===== src/rtl/core/urldec_pkg.sv =====
// ----------------------------------------------------------------------------
// urldec_pkg
// Shared types, codes and helpers for the URL percent decoder.
// ----------------------------------------------------------------------------
package urldec_pkg;

   localparam logic [7:0] CharPercent = 8'h25;
   localparam logic [7:0] CharPlus    = 8'h2B;
   localparam logic [7:0] CharSpace   = 8'h20;

   localparam int unsigned MaxStringBytes = 65535;
   localparam int unsigned CountCapInt    = (MaxStringBytes < 65535) ? MaxStringBytes : 65535;
   localparam logic [15:0] CountCap       = 16'(CountCapInt);

   typedef enum logic [1:0] {
      STATUS_OK        = 2'd0,
      STATUS_BAD_HEX   = 2'd1,
      STATUS_TRUNCATED = 2'd2
   } status_type;

   typedef enum logic [2:0] {
      PHASE_IDLE = 3'b001,
      PHASE_HIGH = 3'b010,
      PHASE_LOW  = 3'b100
   } phase_type;

   typedef struct packed {
      logic       valid;
      logic [7:0] in_byte;
      logic       in_last;
   } req_beat_type;

   typedef struct packed {
      logic [7:0]  out_byte;
      logic        byte_valid;
      logic        string_end;
      status_type  status;
      logic [15:0] decoded_length;
   } rsp_beat_type;

   // {digit ok, nibble}
   function automatic logic [4:0] hex_digit(input logic [7:0] c);
      logic [4:0] r;
      r = 5'b0_0000;
      if (c >= 8'h30 && c <= 8'h39) begin
         r = {1'b1, 4'(c - 8'h30)};
      end else if (c >= 8'h41 && c <= 8'h46) begin
         r = {1'b1, 4'(c - 8'h37)};
      end else if (c >= 8'h61 && c <= 8'h66) begin
         r = {1'b1, 4'(c - 8'h57)};
      end
      return r;
   endfunction

endpackage


===== src/rtl/core/urldec_in_stage.sv =====
// ----------------------------------------------------------------------------
// urldec_in_stage
// Input register: holds one request beat until the decoder consumes it.
// ----------------------------------------------------------------------------
module urldec_in_stage (
   input  logic                    clock,
   input  logic                    reset,
   input  logic                    req_valid,
   output logic                    req_ready,
   input  logic [7:0]              req_in_byte,
   input  logic                    req_in_last,
   input  logic                    consume,
   output urldec_pkg::req_beat_type beat
);
   import urldec_pkg::*;

   logic       valid_ff, valid_in;
   logic [7:0] byte_ff;
   logic       last_ff;

   assign req_ready = !valid_ff || consume;
   assign valid_in  = req_ready ? req_valid : valid_ff;

   always_ff @(posedge clock) begin
      if (reset) begin
         valid_ff <= 1'b0;
      end else begin
         valid_ff <= valid_in;
      end
   end

   always_ff @(posedge clock) begin
      if (req_ready && req_valid) begin
         byte_ff <= req_in_byte;
         last_ff <= req_in_last;
      end
   end

   assign beat = '{valid: valid_ff, in_byte: byte_ff, in_last: last_ff};
endmodule


===== src/rtl/core/urldec_core.sv =====
// ----------------------------------------------------------------------------
// urldec_core
// Decode state and the per-beat decision: escape phase, high nibble,
// error mark and saturating decoded-byte count.
// ----------------------------------------------------------------------------
module urldec_core (
   input  logic                     clock,
   input  logic                     reset,
   input  urldec_pkg::req_beat_type beat,
   input  logic                     consume,
   output logic                     has_result,
   output urldec_pkg::rsp_beat_type result
);
   import urldec_pkg::*;

   phase_type   phase_ff, phase_in, phase_nx;
   logic [3:0]  nibble_ff, nibble_in, nibble_nx;
   logic        error_ff, error_in, error_nx;
   logic [15:0] count_ff, count_in, count_nx;
   logic [4:0]  hex;
   logic        have;
   logic [7:0]  data;
   status_type  status;

   always_comb begin
      hex      = hex_digit(beat.in_byte);
      phase_nx = phase_ff;
      nibble_nx = nibble_ff;
      error_nx = error_ff;
      count_nx = count_ff;
      have     = 1'b0;
      data     = 8'h00;
      if (!error_ff) begin
         unique case (phase_ff)
            PHASE_IDLE: begin
               if (beat.in_byte == CharPercent) begin
                  phase_nx = PHASE_HIGH;
               end else begin
                  have = 1'b1;
                  data = (beat.in_byte == CharPlus) ? CharSpace : beat.in_byte;
               end
            end
            PHASE_HIGH: begin
               if (!hex[4]) begin
                  error_nx = 1'b1;
                  phase_nx = PHASE_IDLE;
               end else begin
                  nibble_nx = hex[3:0];
                  phase_nx  = PHASE_LOW;
               end
            end
            default: begin
               phase_nx = PHASE_IDLE;
               if (!hex[4]) begin
                  error_nx = 1'b1;
               end else begin
                  have = 1'b1;
                  data = {nibble_ff, hex[3:0]};
               end
            end
         endcase
         if (have && count_ff < CountCap) begin
            count_nx = count_ff + 16'd1;
         end
      end

      priority if (error_nx) begin
         status = STATUS_BAD_HEX;
      end else if (phase_nx != PHASE_IDLE) begin
         status = STATUS_TRUNCATED;
      end else begin
         status = STATUS_OK;
      end

      has_result = have || beat.in_last;
      result.out_byte       = have ? data : 8'h00;
      result.byte_valid     = have;
      result.string_end     = beat.in_last;
      result.status         = beat.in_last ? status : STATUS_OK;
      result.decoded_length = beat.in_last ? count_nx : 16'd0;

      phase_in  = phase_ff;
      nibble_in = nibble_ff;
      error_in  = error_ff;
      count_in  = count_ff;
      if (consume) begin
         if (beat.in_last) begin
            phase_in  = PHASE_IDLE;
            nibble_in = 4'h0;
            error_in  = 1'b0;
            count_in  = 16'd0;
         end else begin
            phase_in  = phase_nx;
            nibble_in = nibble_nx;
            error_in  = error_nx;
            count_in  = count_nx;
         end
      end
   end

   always_ff @(posedge clock) begin
      if (reset) begin
         phase_ff  <= PHASE_IDLE;
         nibble_ff <= 4'h0;
         error_ff  <= 1'b0;
         count_ff  <= 16'd0;
      end else begin
         phase_ff  <= phase_in;
         nibble_ff <= nibble_in;
         error_ff  <= error_in;
         count_ff  <= count_in;
      end
   end
endmodule


===== src/rtl/core/url_percent_decoder_top.sv =====
// ----------------------------------------------------------------------------
// url_percent_decoder_top
// URL percent decoder: plain bytes pass, plus becomes space, %XX becomes one
// byte; the last beat of a string carries status and decoded length.
//
//   channel | direction | handshake            | payload
//   req     | in        | req_valid/req_ready  | in_byte, in_last
//   rsp     | out       | rsp_valid/rsp_ready  | out_byte, byte_valid,
//           |           |                      | string_end, status, length
//
// One beat per cycle while rsp does not stall; each req beat passes the input
// register, then the result register. Beats that give no result
// (a percent sign, the first hex digit, data after an error) are dropped
// in the input register stage without using the result register.
// A stall on rsp holds the result register; the input register keeps taking
// beats while the pending beat can still be consumed.
// Synchronous reset clears the valid flags and the decode state.
// ----------------------------------------------------------------------------
module url_percent_decoder_top (
   input  logic        clock,
   input  logic        reset,
   input  logic        req_valid,
   output logic        req_ready,
   input  logic [7:0]  req_in_byte,
   input  logic        req_in_last,
   output logic        rsp_valid,
   input  logic        rsp_ready,
   output logic [7:0]  rsp_out_byte,
   output logic        rsp_byte_valid,
   output logic        rsp_string_end,
   output logic [1:0]  rsp_status,
   output logic [15:0] rsp_decoded_length
);
   import urldec_pkg::*;

   req_beat_type beat;
   rsp_beat_type result;
   rsp_beat_type out_ff;
   logic         out_valid_ff, out_valid_in;
   logic         has_result;
   logic         out_free;
   logic         consume;

   assign out_free = !out_valid_ff || rsp_ready;
   assign consume  = beat.valid && (out_free || !has_result);

   urldec_in_stage u_in (
      .clock       (clock),
      .reset       (reset),
      .req_valid   (req_valid),
      .req_ready   (req_ready),
      .req_in_byte (req_in_byte),
      .req_in_last (req_in_last),
      .consume     (consume),
      .beat        (beat)
   );

   urldec_core u_core (
      .clock      (clock),
      .reset      (reset),
      .beat       (beat),
      .consume    (consume),
      .has_result (has_result),
      .result     (result)
   );

   assign out_valid_in = out_free ? (consume && has_result) : out_valid_ff;

   always_ff @(posedge clock) begin
      if (reset) begin
         out_valid_ff <= 1'b0;
      end else begin
         out_valid_ff <= out_valid_in;
      end
   end

   always_ff @(posedge clock) begin
      if (out_free && consume && has_result) begin
         out_ff <= result;
      end
   end

   assign rsp_valid          = out_valid_ff;
   assign rsp_out_byte       = out_ff.out_byte;
   assign rsp_byte_valid     = out_ff.byte_valid;
   assign rsp_string_end     = out_ff.string_end;
   assign rsp_status         = out_ff.status;
   assign rsp_decoded_length = out_ff.decoded_length;
endmodule


===== config.mk =====
export PLATFORM = sky130hd
export DESIGN_NAME = url_percent_decoder_top
export DESIGN_NICKNAME = d
export VERILOG_FILES = /design/src/rtl/core/urldec_pkg.sv /design/src/rtl/core/urldec_in_stage.sv /design/src/rtl/core/urldec_core.sv /design/src/rtl/core/url_percent_decoder_top.sv
export SDC_FILE = /design/constraint.sdc
export NUM_CORES = 1
export LEC_CHECK = 0
export ABC_AREA = 0
export BUFFER_PORTS_ARGS = -buffer_cell sky130_fd_sc_hd__buf_2
export CORE_MARGIN = 1.5
export CORE_UTILIZATION = 58
export DETAILED_ROUTE_END_ITERATION = 6
export PLACE_DENSITY = 0.8
export SYNTH_ARGS = -nofsm -noshare
export SYNTH_HDL_FRONTEND = slang
export SYNTH_SLANG_ARGS = --single-unit

===== constraint.sdc =====
create_clock -name clock -period 4.1 [get_ports clock]
set_input_delay 0.615 -clock clock [delete_from_list [all_inputs] [get_ports clock]]
set_output_delay 0.615 -clock clock [all_outputs]
set_load 0.01 [all_outputs]

# Word-level counts from Yosys, hierarchy flattened
# Cells that the tools add are included.
dict set report word_totals {
  reg_bits 63
  latchBits 0
  mem_bits_rw 0
  mem_bits_ro 0
  input_bits 13
  output_inout_bits 30
  word_cells 84
  memories 0
}
dict set report op_classes {
  addsub 4
  multipliers 0
  n_div 0
  order_cmp 7
  n_eq_ne 6
  n_shift 0
  n_mux 30
  n_bitwise 2
  reduce_logical 21
}
# operator count
set ops {}
lappend ops {{16-bit two-way mux} 3}
lappend ops {{8-bit two-way mux} 3}
lappend ops {{16-bit by 1-bit adder with 16-bit output (second input constant)} 1}
lappend ops {{8-bit by 6-bit == test with 1-bit output (second input constant)} 2}
lappend ops {{8-bit by 7-bit >= comparator with 1-bit output (second input constant)} 2}
lappend ops {{8-bit by 7-bit less-or-equal comparator with 1-bit output (second input constant)} 2}
lappend ops {{16-bit < comparator (second input constant)} 1}
lappend ops {{4-bit two-way mux} 4}
lappend ops {{8-bit one-hot mux with 2 select lines} 1}
lappend ops {{5-bit two-way mux} 3}
lappend ops {{3-bit two-way mux} 4}
lappend ops {{1-bit logical AND} 9}
lappend ops {{1-bit two-way mux} 9}
lappend ops {{8-bit by 6-bit >= comparator with 1-bit output (second input constant)} 1}
lappend ops {{8-bit by 6-bit less-or-equal comparator with 1-bit output (second input constant)} 1}
lappend ops {{4-bit by 3-bit subtractor with 4-bit output (second input constant)} 2}
lappend ops {{3-bit one-hot mux with 2 select lines} 1}
lappend ops {{1-bit logical OR} 4}
lappend ops {{4-bit AND reduction} 1}
lappend ops {{2-bit nonzero test} 2}
lappend ops {{2-bit OR reduction} 2}
lappend ops {{4-bit by 1-bit subtractor with 4-bit output (second input constant)} 1}
lappend ops {{3-bit by 1-bit == test with 1-bit output (second input constant)} 1}
lappend ops {{3-bit by 2-bit == test with 1-bit output (second input constant)} 1}
lappend ops {{other kinds (6)} 9}

# Longest topological paths before layout
# Gate-level depths: netlist (run 1).
dict set report logic_depth {
  ltp_word 15
  mapped_depth 10
}

# Cells and area by module
# From an unflattened synthesis (run 1), not the netlist that was laid out.
dict set report hier_totals {
  hier_cells 340
  hier_area_um2 3354.5
}
# mod n_inst cells_per_inst area_each_um2 seq_area_each_um2
set modules_own_cells {}
lappend modules_own_cells {urldec_core 1 289 2105.8 480.5}
lappend modules_own_cells {url_percent_decoder_top 1 35 908.4 860.8}
lappend modules_own_cells {urldec_in_stage 1 16 340.3 290.3}

# Least setup slack after synthesis (run 1)
# OpenSTA, ideal clock, no wires.
dict set report synth_timing {
  kind {register -> register}
  from {reg u_in.byte_ff[0]}
  to {reg out_ff, in the netlist rsp_byte_valid, enable pin}
  setup_time_ns 0.413
  t_arrival_ns 2.816
  t_required_ns 3.687
  setup_slack_ns 0.871
  path_stages_with_launch 10
  path_buffers 0
  cell_sequence {edfxtp_1 -> inv_1 -> ha_1 -> o21bai_1 -> a21oi_2 -> o21bai_2 -> a21o_2 -> inv_1 -> nor2_1 -> nor2_1}
}
dict set report synth_between {
  elab_chain_cells 15
  word_cells_on_any_way 24
  classes_between {order compare: 6; eq/ne: 1; mux: 8; reduce/logical: 9}
}
# item line
set synth_lines {}
lappend synth_lines {{start: declaration} urldec_in_stage.sv:18} ;# logic [7:0] byte_ff;
lappend synth_lines {{start signal: assignment} urldec_in_stage.sv:34} ;# byte_ff <= req_in_byte;
lappend synth_lines {{8-bit by 7-bit >= comparator with 1-bit output or 8-bit by 7-bit less-or-equal comparator with 1-bit output (tied branches)} urldec_pkg.sv:49} ;# end else if (c >= 8'h61 && c <= 8'h66) begin
lappend synth_lines {{1-bit logical AND} urldec_pkg.sv:49}
lappend synth_lines {{5-bit two-way mux} urldec_pkg.sv:49}
lappend synth_lines {{5-bit two-way mux} urldec_pkg.sv:47} ;# end else if (c >= 8'h41 && c <= 8'h46) begin
lappend synth_lines {{5-bit two-way mux} urldec_pkg.sv:45} ;# if (c >= 8'h30 && c <= 8'h39) begin
lappend synth_lines {{1-bit two-way mux} urldec_core.sv:54} ;# if (!hex[4]) begin
lappend synth_lines {{1-bit one-hot mux with 2 select lines *} urldec_core.sv:34} ;# unique case (phase_ff)
lappend synth_lines {{1-bit two-way mux * (2 in series)} urldec_core.sv:33} ;# if (!error_ff) begin
lappend synth_lines {{named net u_core.have} urldec_core.sv:21} ;# logic have;
lappend synth_lines {{1-bit logical OR *} urldec_core.sv:75} ;# has_result = have || beat.in_last;
lappend synth_lines {{1-bit logical NOT} url_percent_decoder_top.sv:45} ;# assign consume = beat.valid && (out_free || !has_result);
lappend synth_lines {{1-bit logical OR} url_percent_decoder_top.sv:45}
lappend synth_lines {{1-bit logical AND} url_percent_decoder_top.sv:45}
lappend synth_lines {{1-bit logical AND} url_percent_decoder_top.sv:78} ;# if (out_free && consume && has_result) begin
lappend synth_lines {{1-bit logical AND *} url_percent_decoder_top.sv:78}
lappend synth_lines {{end signal: assignment} url_percent_decoder_top.sv:79} ;# out_ff <= result;
lappend synth_lines {{end: declaration} url_percent_decoder_top.sv:38} ;# rsp_beat_type out_ff;
# The timed path passes the listed nets; every way through them passes the cells marked *. The select of a mux whose other input is x is not followed.
# A chain may end at the register's enable or synchronous reset.

# Worst setup path after layout (run 1)
dict set report layout_timing {
  from {reg u_in.byte_ff[0]}
  to {out req_ready}
}
dict set report layout_between {
  elab_chain_cells 14
  word_cells_on_any_way 23
  classes_between {order compare: 6; eq/ne: 1; mux: 8; reduce/logical: 8}
}
# item line
set layout_lines {}
lappend layout_lines {{8-bit by 7-bit >= comparator with 1-bit output or 8-bit by 7-bit less-or-equal comparator with 1-bit output (tied branches)} urldec_pkg.sv:49}
lappend layout_lines {{1-bit logical AND} urldec_pkg.sv:49}
lappend layout_lines {{5-bit two-way mux} urldec_pkg.sv:49}
lappend layout_lines {{5-bit two-way mux} urldec_pkg.sv:47}
lappend layout_lines {{5-bit two-way mux} urldec_pkg.sv:45}
lappend layout_lines {{1-bit two-way mux} urldec_core.sv:54}
lappend layout_lines {{1-bit one-hot mux with 2 select lines *} urldec_core.sv:34}
lappend layout_lines {{1-bit two-way mux * (2 in series)} urldec_core.sv:33}
lappend layout_lines {{named net u_core.have} urldec_core.sv:21}
lappend layout_lines {{1-bit logical OR *} urldec_core.sv:75}
lappend layout_lines {{1-bit logical NOT *} url_percent_decoder_top.sv:45}
lappend layout_lines {{1-bit logical OR *} url_percent_decoder_top.sv:45}
lappend layout_lines {{1-bit logical AND *} url_percent_decoder_top.sv:45}
lappend layout_lines {{1-bit logical OR *} urldec_in_stage.sv:21} ;# assign req_ready = !valid_ff || consume;
lappend layout_lines {{end: declaration} url_percent_decoder_top.sv:23} ;# output logic req_ready,
# Marked as above.

==> results.py, run 1 <==
metrics = {
    "outcome": {
        "status": "finished, final reports clean",
    },
    "sta": {
        "timing.final.hold_violations": 0,
        "totalNegativeSetupSlack_ns": 0,
        "post-route-min-period_ns": 3.32,
        "grt_setup_unrepaired": "no",
        "timing.max_slew.rel_slack_pct": 46.5,
        "max_slew.worst_pin.slew_ns": 0.802,
        "report.final.slew_viol_count": 0,
        "timing.final.setup_violations": 0,
        "layout_skew_ns": 0.00851,
        "clock.fmax_ghz": 0.301,
        "period_share_pct": 80.9,
    },
    "finish": {
        "antenna-diode-count": 0,
        "final_layout_size_suffix_gt1_share_pct": 20.4,
        "areaGrowthSynthToFinish_pct": 14.1,
        "finalNetCount": 380,
        "fill_cells": 442,
    },
    "die": {
        "floorplan.rows": 27,
        "die-area_um2": 6140,
        "core_area_um2": 5510,
        "floorplan.die.height_um": 78.4,
        "floorplan.initialDensity_pct": 59.9,
        "pin_count": 43,
        "die_x_um": 78.4,
    },
    "logic_synthesis": {
        "async_reset_ff_share_pct": 0,
        "ys_dominant_reg_cell": "edfxtp_1",
        "mappedNetlistNets": 339,
        "yosys.area.top_type_share_pct": 33.7,
        "synthTopCellsByArea": "edfxtp_1 (34%), dfxtp_1 (16%), xnor2_1 (3.2%)",
        "syn-cell-area_um2": 3300,
        "synth_cell_type_count": 62,
        "yosysWarningCount": 0,
        "synth_seq_area_share_pct": 49.5,
        "number_of_synthesized_flops_with_an_enable_pin": 37,
        "yosys.cell_count.top_type": "edfxtp_1",
        "number_of_synthesized_register_bits": 63,
        "yosys-top-cells-count": "edfxtp_1 (37), dfxtp_1 (26), nor2_1 (21)",
        "synth_cells": 322,
        "netlist.top_cell.by_area": "edfxtp_1",
        "syn-mean-instance-area_um2": 10.2,
    },
    "min_path": {
        "holdPathEnd": "u_in.last_ff",
        "worst_hold_path_type": "in -> reg",
        "timing.hold.worst_path_depth": 1,
        "worst_hold_launch": "req_in_last",
    },
    "critical_path": {
        "critical_path.reg2reg.startpoint": "u_in.byte_ff[0]",
        "regToRegSetupSlack_ns": 1.21,
        "setup_crit_start_kind": "flip-flop",
        "critical_path_peak_fanout": 16,
        "cp-end-kind": "primary output",
        "cp.required_ns": 3.48,
        "timing.critical_path.arrival_ns": 2.70,
        "r2r.worst_path.cells": 10,
        "critical_path_class": "reg -> out",
        "rr_endpoint": "u_in.byte_ff[0]",
    },
    "clock_tree": {
        "tritoncts.num_buffers": 9,
        "worst_skew_pair_later_pin_latency_ns": 0.34,
        "clock_tree.htree_level_count": 3,
        "cts.clk_slew.worst_paths_ns": 0.06,
        "clock-root-buffer": "clkbuf_8",
        "resized_after_cts": 0,
        "cts_num_sinks": 63,
        "cts_buffer_depth": 2,
        "cts_tree": "built",
        "cts.repair_timing.setup_buffer_count": 0,
        "ctsHoldBuffers": 0,
    },
    "flow_run": {
        "maxCapViolations": 0,
    },
    "route": {
        "1st_iter_drt_viols": 172,
        "drt_wl_total_um": 7160,
        "avgViaCountPerCell": 6.03,
        "wl_per_cell_um": 16.3,
        "post-route-drc-count": 0,
        "drt_pass1_iterations": 6,
        "drtAntennaViolNets": 0,
        "route.vias.total": 2655,
    },
    "placement": {
        "detailedPlacementHpwl_um": 5100,
        "numPortBuffers": 42,
        "global_placement_routability_congestion": 0.935,
    },
    "pwr": {
        "cellLeakagePower_nw": 1.39,
        "pwr_density_cell_nw_per_um2": 361,
        "ir_drop_mv": 0.234,
        "post-layout-total-power_mw": 1.36,
    },
    "grt": {
        "grt_max_degree": 32,
        "initial_antenna_violation_count": 0,
        "groute.usage.overall_pct": 25.0,
        "grt_pass1_wl_um": 11600,
        "vias_in_the_first_global_route": 2340,
        "grt_remaining_overflow": 0,
    },
}
where the power goes:
group | switching, mW | internal, mW
registers | 0.0134 | 0.690
clock network | 0.230 | 0.338
logic | 0.0525 | 0.0332
total | 0.296 | 1.06
registers in the layout, summed over array words and instances (netlist names), 2 cells and up:
| name | count |
|---|---|
| rsp_decoded_length | 16 |
| u_core.count_ff | 16 |
| rsp_out_byte | 8 |
| u_in.byte_ff | 8 |
| u_core.nibble_ff | 4 |
| u_core.phase_ff | 3 |
| rsp_status | 2 |
final cells by class:
class                           instances  area, um^2  area share [%]
Sequential cell                        63        1630            43.4
Multi-Input combinational cell        231        1550            41.2
Timing Repair Buffer                   46         240            6.39
Clock buffer                           11         131            3.49
Tap cell                               72        90.1            2.40
Clock inverter                          5        73.8            1.96
Inverter                               12        45.0            1.20
metrics by stage:
stage	utilization, %	instance area, um^2	worst slack (ns)	cells	hold slack, ns
after floorplan	-	3300	0.871	322	0.433
after global placement	64.6	3560	1.24	424	0.456
after detailed placement	64.6	3560	1.18	424	0.461
after CTS	68.3	3760	0.796	440	0.440
after global routing	68.3	3760	0.617	440	0.432
final	68.3	3760	0.782	440	0.445
layer usage:
layer	up-vias	part of all wire (%)	global-route usage (%)	routed length, um
met5	-	0	0	0
met4	0	2.2	9.46	156
met3	19	7.1	6.28	506
met2	111	43	36.1	3070
met1	1236	48	36.2	3430
li1	1289	-	-	-
worst max path at each step:
stage,slack (ns),start,cells past startpoint,to
final,0.78,u_in.byte_ff[0],10,req_ready
after global routing,0.62,u_in.byte_ff[0],10,req_ready
after CTS,0.80,u_in.byte_ff[0],10,req_ready
after detailed placement,1.18,u_in.byte_ff[0],10,req_ready
after global placement,1.24,u_in.byte_ff[0],10,req_ready
after floorplan,0.87,u_in.byte_ff[0],9,rsp_byte_valid
cell usage in the layout (no fill, tap or decap), types with 5 or more instances in the layout:
master | synthesis | layout
nor2_1 | 21 | 20
buf_2 | 3 | 42
nand2b_1 | 8 | 8
nand3_1 | 8 | 8
o21ai_0 | 17 | 17
or4_1 | 8 | 8
nor2b_1 | 7 | 7
edfxtp_1 | 37 | 37
clkbuf_8 | 0 | 9
a21oi_1 | 20 | 20
and2_1 | 16 | 16
a21o_1 | 7 | 7
xnor2_1 | 12 | 12
mux2i_1 | 5 | 5
a211o_1 | 6 | 6
dfxtp_1 | 26 | 26
a22oi_1 | 6 | 6
nand2_1 | 14 | 14
inv_1 | 12 | 12
cell families after synthesis:
group / share of synthesized area [%]
adder cells (fa/ha/maj): 1.52
flip-flops: 49.5
AND/OR/NAND/NOR: 20.3
multiplexers: 1.86
buffers and inverters: 3.57
AO/OA/AOI/OAI: 19.5
XOR/XNOR: 3.72
worst max-delay path, stage by stage, from the launching register on:
cell      delay, ns
edfxtp_1       0.47
inv_1          0.13
ha_1           0.17
inv_1          0.05
o311a_2        0.43
o21bai_2       0.12
buf_4          0.22
a21o_2         0.23
inv_1          0.12
o211ai_1       0.24
buf_2          0.18
(Power assumes the default switching activity.)
==> run 2, diff against run 1 <==
--- a/config.mk
+++ b/config.mk
@@ -8,9 +8,9 @@
 export ABC_AREA = 0
 export BUFFER_PORTS_ARGS = -buffer_cell sky130_fd_sc_hd__buf_2
 export CORE_MARGIN = 1.5
-export CORE_UTILIZATION = 58
+export CORE_UTILIZATION = 52
 export DETAILED_ROUTE_END_ITERATION = 6
-export PLACE_DENSITY = 0.8
+export PLACE_DENSITY = 0.76
 export SYNTH_ARGS = -nofsm -noshare
 export SYNTH_HDL_FRONTEND = slang
 export SYNTH_SLANG_ARGS = --single-unit
==> constraint.sdc (replaced) <==
create_clock -name clock -period 2.8 [get_ports clock]
set_input_delay 0.42 -clock clock [delete_from_list [all_inputs] [get_ports clock]]
set_output_delay 0.42 -clock clock [all_outputs]
set_load 0.01 [all_outputs]
==> run 2 against run 1 <==
Sequential power grew 47%. Clock skew is essentially flat. Combinational power grew 67%. Clock power grew 60%. Critical path depth shrank 1. First-iteration DRC count grew 53%. Sequential share of layout area shrank 1.7 points. Register-to-register slack lost 1.1 ns. Total power grew 53%. Via count grew 2.1%. Critical endpoint unchanged. Highest routed layer unchanged.
==> results.py, run 2 (synthesis gave the netlist of run 1 again) <==
metrics = {
    "route": {
        "route.vias.total": 2711,
        "avgViaCountPerCell": 5.98,
        "wl_per_cell_um": 16.4,
        "post-route-drc-count": 0,
        "drt_wl_total_um": 7430,
        "drtAntennaViolNets": 0,
        "1st_iter_drt_viols": 264,
        "drt_pass1_iterations": 5,
    },
    "clock_tree": {
        "cts.clk_slew.worst_paths_ns": 0.07,
        "clock_tree.htree_level_count": 3,
        "cts_num_sinks": 63,
        "worst_skew_pair_later_pin_latency_ns": 0.35,
        "cts_tree": "built",
        "tritoncts.num_buffers": 9,
        "clock-root-buffer": "clkbuf_8",
        "cts_buffer_depth": 2,
        "ctsHoldBuffers": 0,
    },
    "finish": {
        "antenna-diode-count": 0,
        "mostFrequentLayoutCell": "buf_2",
        "layout.cells.most_common_list": "buf_2 (42), edfxtp_1 (37), dfxtp_1 (26), a21oi_1 (20), nor2_1 (20)",
        "fill_cells": 478,
        "areaGrowthSynthToFinish_pct": 18.7,
        "finalNetCount": 390,
        "stdcell_area_um2": 3910,
        "final_layout_size_suffix_gt1_share_pct": 24.1,
    },
    "sta": {
        "layout_skew_ns": 0.00871,
        "period_share_pct": 99.4,
        "max_slew.worst_pin.slew_ns": 0.773,
        "report.final.slew_viol_count": 0,
        "post-route-min-period_ns": 2.78,
        "clock.fmax_ghz": 0.359,
        "timing.final.setup_violations": 0,
        "timing.max_slew.rel_slack_pct": 48.2,
        "fin_hold_ws_ns": 0.246,
        "timing.final.hold_violations": 0,
    },
    "placement": {
        "post_dp_cell_area_um2": 3610,
        "numPortBuffers": 42,
        "detailedPlacementHpwl_um": 5020,
        "global_placement_routability_congestion": 0.869,
    },
    "die": {
        "floorplan.rows": 28,
        "floorplan.initialDensity_pct": 54.7,
        "core_area_um2": 6030,
        "die-area_um2": 6820,
        "floorplan.die.height_um": 82.6,
        "pin_count": 43,
        "die_x_um": 82.6,
    },
    "critical_path": {
        "rr_endpoint": "u_in.byte_ff[6]",
        "setup_crit_start_kind": "flip-flop",
        "r2r.worst_path.cells": 10,
        "capture_point_of_the_worst_path": "req_ready",
        "critical_path.reg2reg.startpoint": "u_in.byte_ff[0]",
        "timing.critical_path.arrival_ns": 2.36,
        "critical_path_peak_fanout": 8,
        "cp.required_ns": 2.38,
        "cp-end-kind": "primary output",
        "worstSetupStartpoint": "u_in.byte_ff[0]",
        "regToRegSetupSlack_ns": 0.13,
        "critical_path_class": "reg -> out",
    },
    "min_path": {
        "worst_hold_path_type": "in -> reg",
    },
    "pwr": {
        "ir_drop_mv": 0.399,
        "power_frac_clock_pct": 43.7,
        "power_report.internal_total_mw": 1.61,
        "power.combinational.fraction_pct": 6.9,
        "cellLeakagePower_nw": 1.45,
        "pwr-share-seq_pct": 49.4,
        "pwr_density_cell_nw_per_um2": 531,
        "power_switching_mw": 0.464,
        "sw_frac_of_total_pct": 22.3,
    },
    "grt": {
        "grt_pass1_wl_um": 11800,
        "grt_remaining_overflow": 0,
        "vias_in_the_first_global_route": 2401,
        "groute.usage.overall_pct": 23.3,
        "initial_antenna_violation_count": 0,
        "grt_max_degree": 29,
    },
    "flow_run": {
        "maxCapViolations": 0,
    },
    "outcome": {
        "status": "finished, final reports clean",
    },
}
## run 2: metrics by stage
stage	setup WS [ns]	TNS [ns]	utilization, %	cells	total power [mW]
global placement	0.244	0	59.9	432	1.18
detailed placement	0.160	0	59.9	432	1.18
finish	0.0156	0	64.9	453	2.08
CTS	0.0000659	0	64.0	449	2.08
global route	-0.0680	-0.0680	64.9	453	2.15
floorplan	0.0241	0	-	322	1.12
## run 2: final cells by class
class | count | area, um^2 | area share (%)
Timing Repair Buffer | 56 | 328 | 8.38
Clock inverter | 5 | 80.1 | 2.05
Inverter | 12 | 45.0 | 1.15
Tap cell | 75 | 93.8 | 2.40
Clock buffer | 11 | 151 | 3.87
Sequential cell | 63 | 1630 | 41.7
Multi-Input combinational cell | 231 | 1580 | 40.5
## run 2: per-layer routing
| layer | up-vias | global-route usage, % | part of all wire (%) |
|---|---|---|---|
| met5 | - | 0 | 0 |
| met4 | 0 | 7.00 | 1.0 |
| met3 | 11 | 7.03 | 8.1 |
| met2 | 138 | 33.3 | 44 |
| met1 | 1248 | 33.8 | 47 |
| li1 | 1314 | - | - |
## run 2: power by group through the flow
stage	sequential, mW	combinational (mW)	clock (mW)
2_1_floorplan	1.05	0.0719	0
3_3_place_gp	1.05	0.130	0
3_5_place_dp	1.05	0.132	0
4_1_cts	1.03	0.135	0.915
5_1_grt	1.03	0.158	0.964
6_report	1.03	0.143	0.909
## run 2: how the worst min path moves through the flow
stage	startpoint	endpoint	slack (ns)	cells past startpoint
finish	req_in_last	u_in.last_ff	0.25	1
global route	req_in_last	u_in.last_ff	0.24	1
CTS	req_in_byte[5]	u_in.byte_ff[5]	0.24	1
detailed placement	u_core.nibble_ff[2]	u_core.nibble_ff[2]	0.45	1
global placement	u_core.nibble_ff[2]	u_core.nibble_ff[2]	0.46	1
floorplan	u_core.nibble_ff[0]	u_core.nibble_ff[0]	0.43	1
## run 2: critical path: stages, from the launching register on
cell and delay, ns:
edfxtp_1 0.46, inv_2 0.10, ha_1 0.21, inv_1 0.07, o311a_4 0.39, o21bai_4 0.15
a21o_4 0.18, inv_1 0.06, o211ai_1 0.23, buf_2 0.18
## run 2: what timing repair did
item	4_1_cts	5_1_grt
setup buffers	1	4
pin swaps	2	2
resized for setup	2	4
endpoints found under the setup margin	1	1
==> run 3, diff against run 2 <==
--- a/config.mk
+++ b/config.mk
@@ -7,10 +7,12 @@
 export LEC_CHECK = 0
 export ABC_AREA = 0
 export BUFFER_PORTS_ARGS = -buffer_cell sky130_fd_sc_hd__buf_2
+export CORE_ASPECT_RATIO = 0.5
 export CORE_MARGIN = 1.5
 export CORE_UTILIZATION = 52
 export DETAILED_ROUTE_END_ITERATION = 6
 export PLACE_DENSITY = 0.76
+export SETUP_SLACK_MARGIN = 0.15
 export SYNTH_ARGS = -nofsm -noshare
 export SYNTH_HDL_FRONTEND = slang
 export SYNTH_SLANG_ARGS = --single-unit
==> run 3 against run 2 <==
Routed wire length up 7.2%. Setup slack better by 0.18 ns. Combinational power up 8%. Total power up 16%. Critical path type unchanged.
==> results.py, run 3 (synthesis gave the netlist of run 1 again) <==
metrics = {
    "route": {
        "avgViaCountPerCell": 5.83,
        "route.vias.total": 2771,
        "post-route-drc-count": 0,
        "wl_per_cell_um": 16.8,
        "drtAntennaViolNets": 0,
        "drt_wl_total_um": 7960,
        "drt_pass1_iterations": 5,
        "1st_iter_drt_viols": 174,
    },
    "sta": {
        "timing.final.hold_violations": 0,
        "totalNegativeSetupSlack_ns": 0,
        "clock.fmax_ghz": 0.383,
        "period_share_pct": 93.1,
        "max_slew.worst_pin.slew_ns": 0.885,
        "post-route-min-period_ns": 2.61,
        "layout_skew_ns": 0.00836,
        "timing.max_slew.rel_slack_pct": 40.8,
        "grt_setup_unrepaired": "no",
        "report.final.slew_viol_count": 0,
        "timing.final.setup_violations": 0,
    },
    "grt": {
        "most_utilized_layer_in_the_global_route_result": "met2",
        "met1_track_usage_gr_pct": 31.1,
        "use_met2_pct": 41.8,
        "globalRouteMet3Util_pct": 6.85,
        "grt_remaining_overflow": 0,
        "grt_pass1_wl_um": 12800,
        "groute.usage.overall_pct": 25.0,
        "vias_in_the_first_global_route": 2660,
        "initial_antenna_violation_count": 0,
        "grt_max_degree": 26,
    },
    "finish": {
        "finalNetCount": 399,
        "layout.cells.most_common_list": "buf_2 (42), edfxtp_1 (37), dfxtp_1 (26), buf_4 (23)",
        "final_layout_size_suffix_gt1_share_pct": 26.6,
        "mostFrequentLayoutCell": "buf_2",
        "areaGrowthSynthToFinish_pct": 25.2,
        "fill_cells": 458,
        "antenna-diode-count": 0,
    },
    "clock_tree": {
        "ctsHoldBuffers": 0,
        "worst_skew_pair_later_pin_latency_ns": 0.33,
        "tritoncts.num_buffers": 9,
        "clock_tree.htree_level_count": 3,
        "cts_tree": "built",
        "cts_num_sinks": 63,
        "clock-root-buffer": "clkbuf_16",
        "cts_buffer_depth": 2,
        "cts.clk_slew.worst_paths_ns": 0.05,
    },
    "critical_path": {
        "critical_path_peak_fanout": 8,
        "setup_crit_start_kind": "flip-flop",
        "cp.required_ns": 2.38,
        "cp-end-kind": "primary output",
        "critical_path_class": "reg -> out",
        "timing.critical_path.arrival_ns": 2.19,
    },
    "pwr": {
        "ir_drop_mv": 0.461,
        "cellLeakagePower_nw": 1.54,
        "post-layout-total-power_mw": 2.40,
        "pwr_density_cell_nw_per_um2": 582,
    },
    "outcome": {
        "status": "finished, final reports clean",
    },
    "die": {
        "floorplan.rows": 20,
        "die_x_um": 116,
        "floorplan.die.height_um": 59.3,
        "die-area_um2": 6850,
        "floorplan.initialDensity_pct": 54.0,
        "core_area_um2": 6110,
        "pin_count": 43,
    },
    "placement": {
        "global_placement_routability_congestion": 0.899,
        "numPortBuffers": 42,
        "detailedPlacementHpwl_um": 5340,
    },
    "flow_run": {
        "maxCapViolations": 0,
    },
    "min_path": {
        "worst_hold_path_type": "in -> reg",
    },
}
## run 3: final cells by class
type	instances	area, um^2	share of cell area [%]
multi-input combinational	231	1630	39.4
clock buffer	11	253	6.12
timing repair buffer	65	383	9.28
sequential	63	1630	39.5
inverter	12	45.0	1.09
clock inverter	5	80.1	1.94
tap	88	110	2.67
## run 3: worst paths after layout
path / from / to / slack [ns] / depth (start not counted)
worst max-delay path: u_in.byte_ff[3] / req_ready / 0.19 / 7
worst min-delay path: req_in_byte[2] / u_in.byte_ff[2] / 0.26 / 1
worst max register to register: u_in.byte_ff[3] / rsp_decoded_length[8] / 0.21 / 8
worst min register to register: u_core.nibble_ff[0] / u_core.nibble_ff[0] / 0.48 / 1
## run 3: power by group
group	total, mW	internal [mW]	switching (mW)
logic	0.155	0.0641	0.0913
registers	1.03	1.01	0.0178
clock network	1.22	0.825	0.395
## run 3: what timing repair did
item,in CTS,in global routing
buffers inserted,7,6
setup endpoints to repair,1,14
pin swaps,2,3
gates cloned,0,0
resized for setup,4,9
## run 3: per-stage QoR
stage	utilization (%)	std cells	area (um^2)	setup WS, ns	hold slack, ns
3_3_place_gp	59.4	446	3630	0.310	0.462
2_1_floorplan	-	322	3300	0.184	0.433
4_1_cts	66.1	469	4040	0.154	0.250
3_5_place_dp	59.4	446	3630	0.224	0.464
5_1_grt	67.6	475	4130	0.134	0.253
6_report	67.6	475	4130	0.192	0.263
## run 3: worst max-delay path: stages, from the launching register on
cell and delay, ns:
edfxtp_1 0.54, nor4b_2 0.36, o311a_4 0.27, o21bai_4 0.08, a21o_4 0.21, inv_1 0.11, o211ai_1 0.12, buf_2 0.17
## run 3: per-layer routing
metal / vias up / wire (um)
met1: 1321 / 3460
met5: - / 0
met2: 113 / 3880
met4: 0 / 120
met3: 12 / 508
li1: 1325 / -
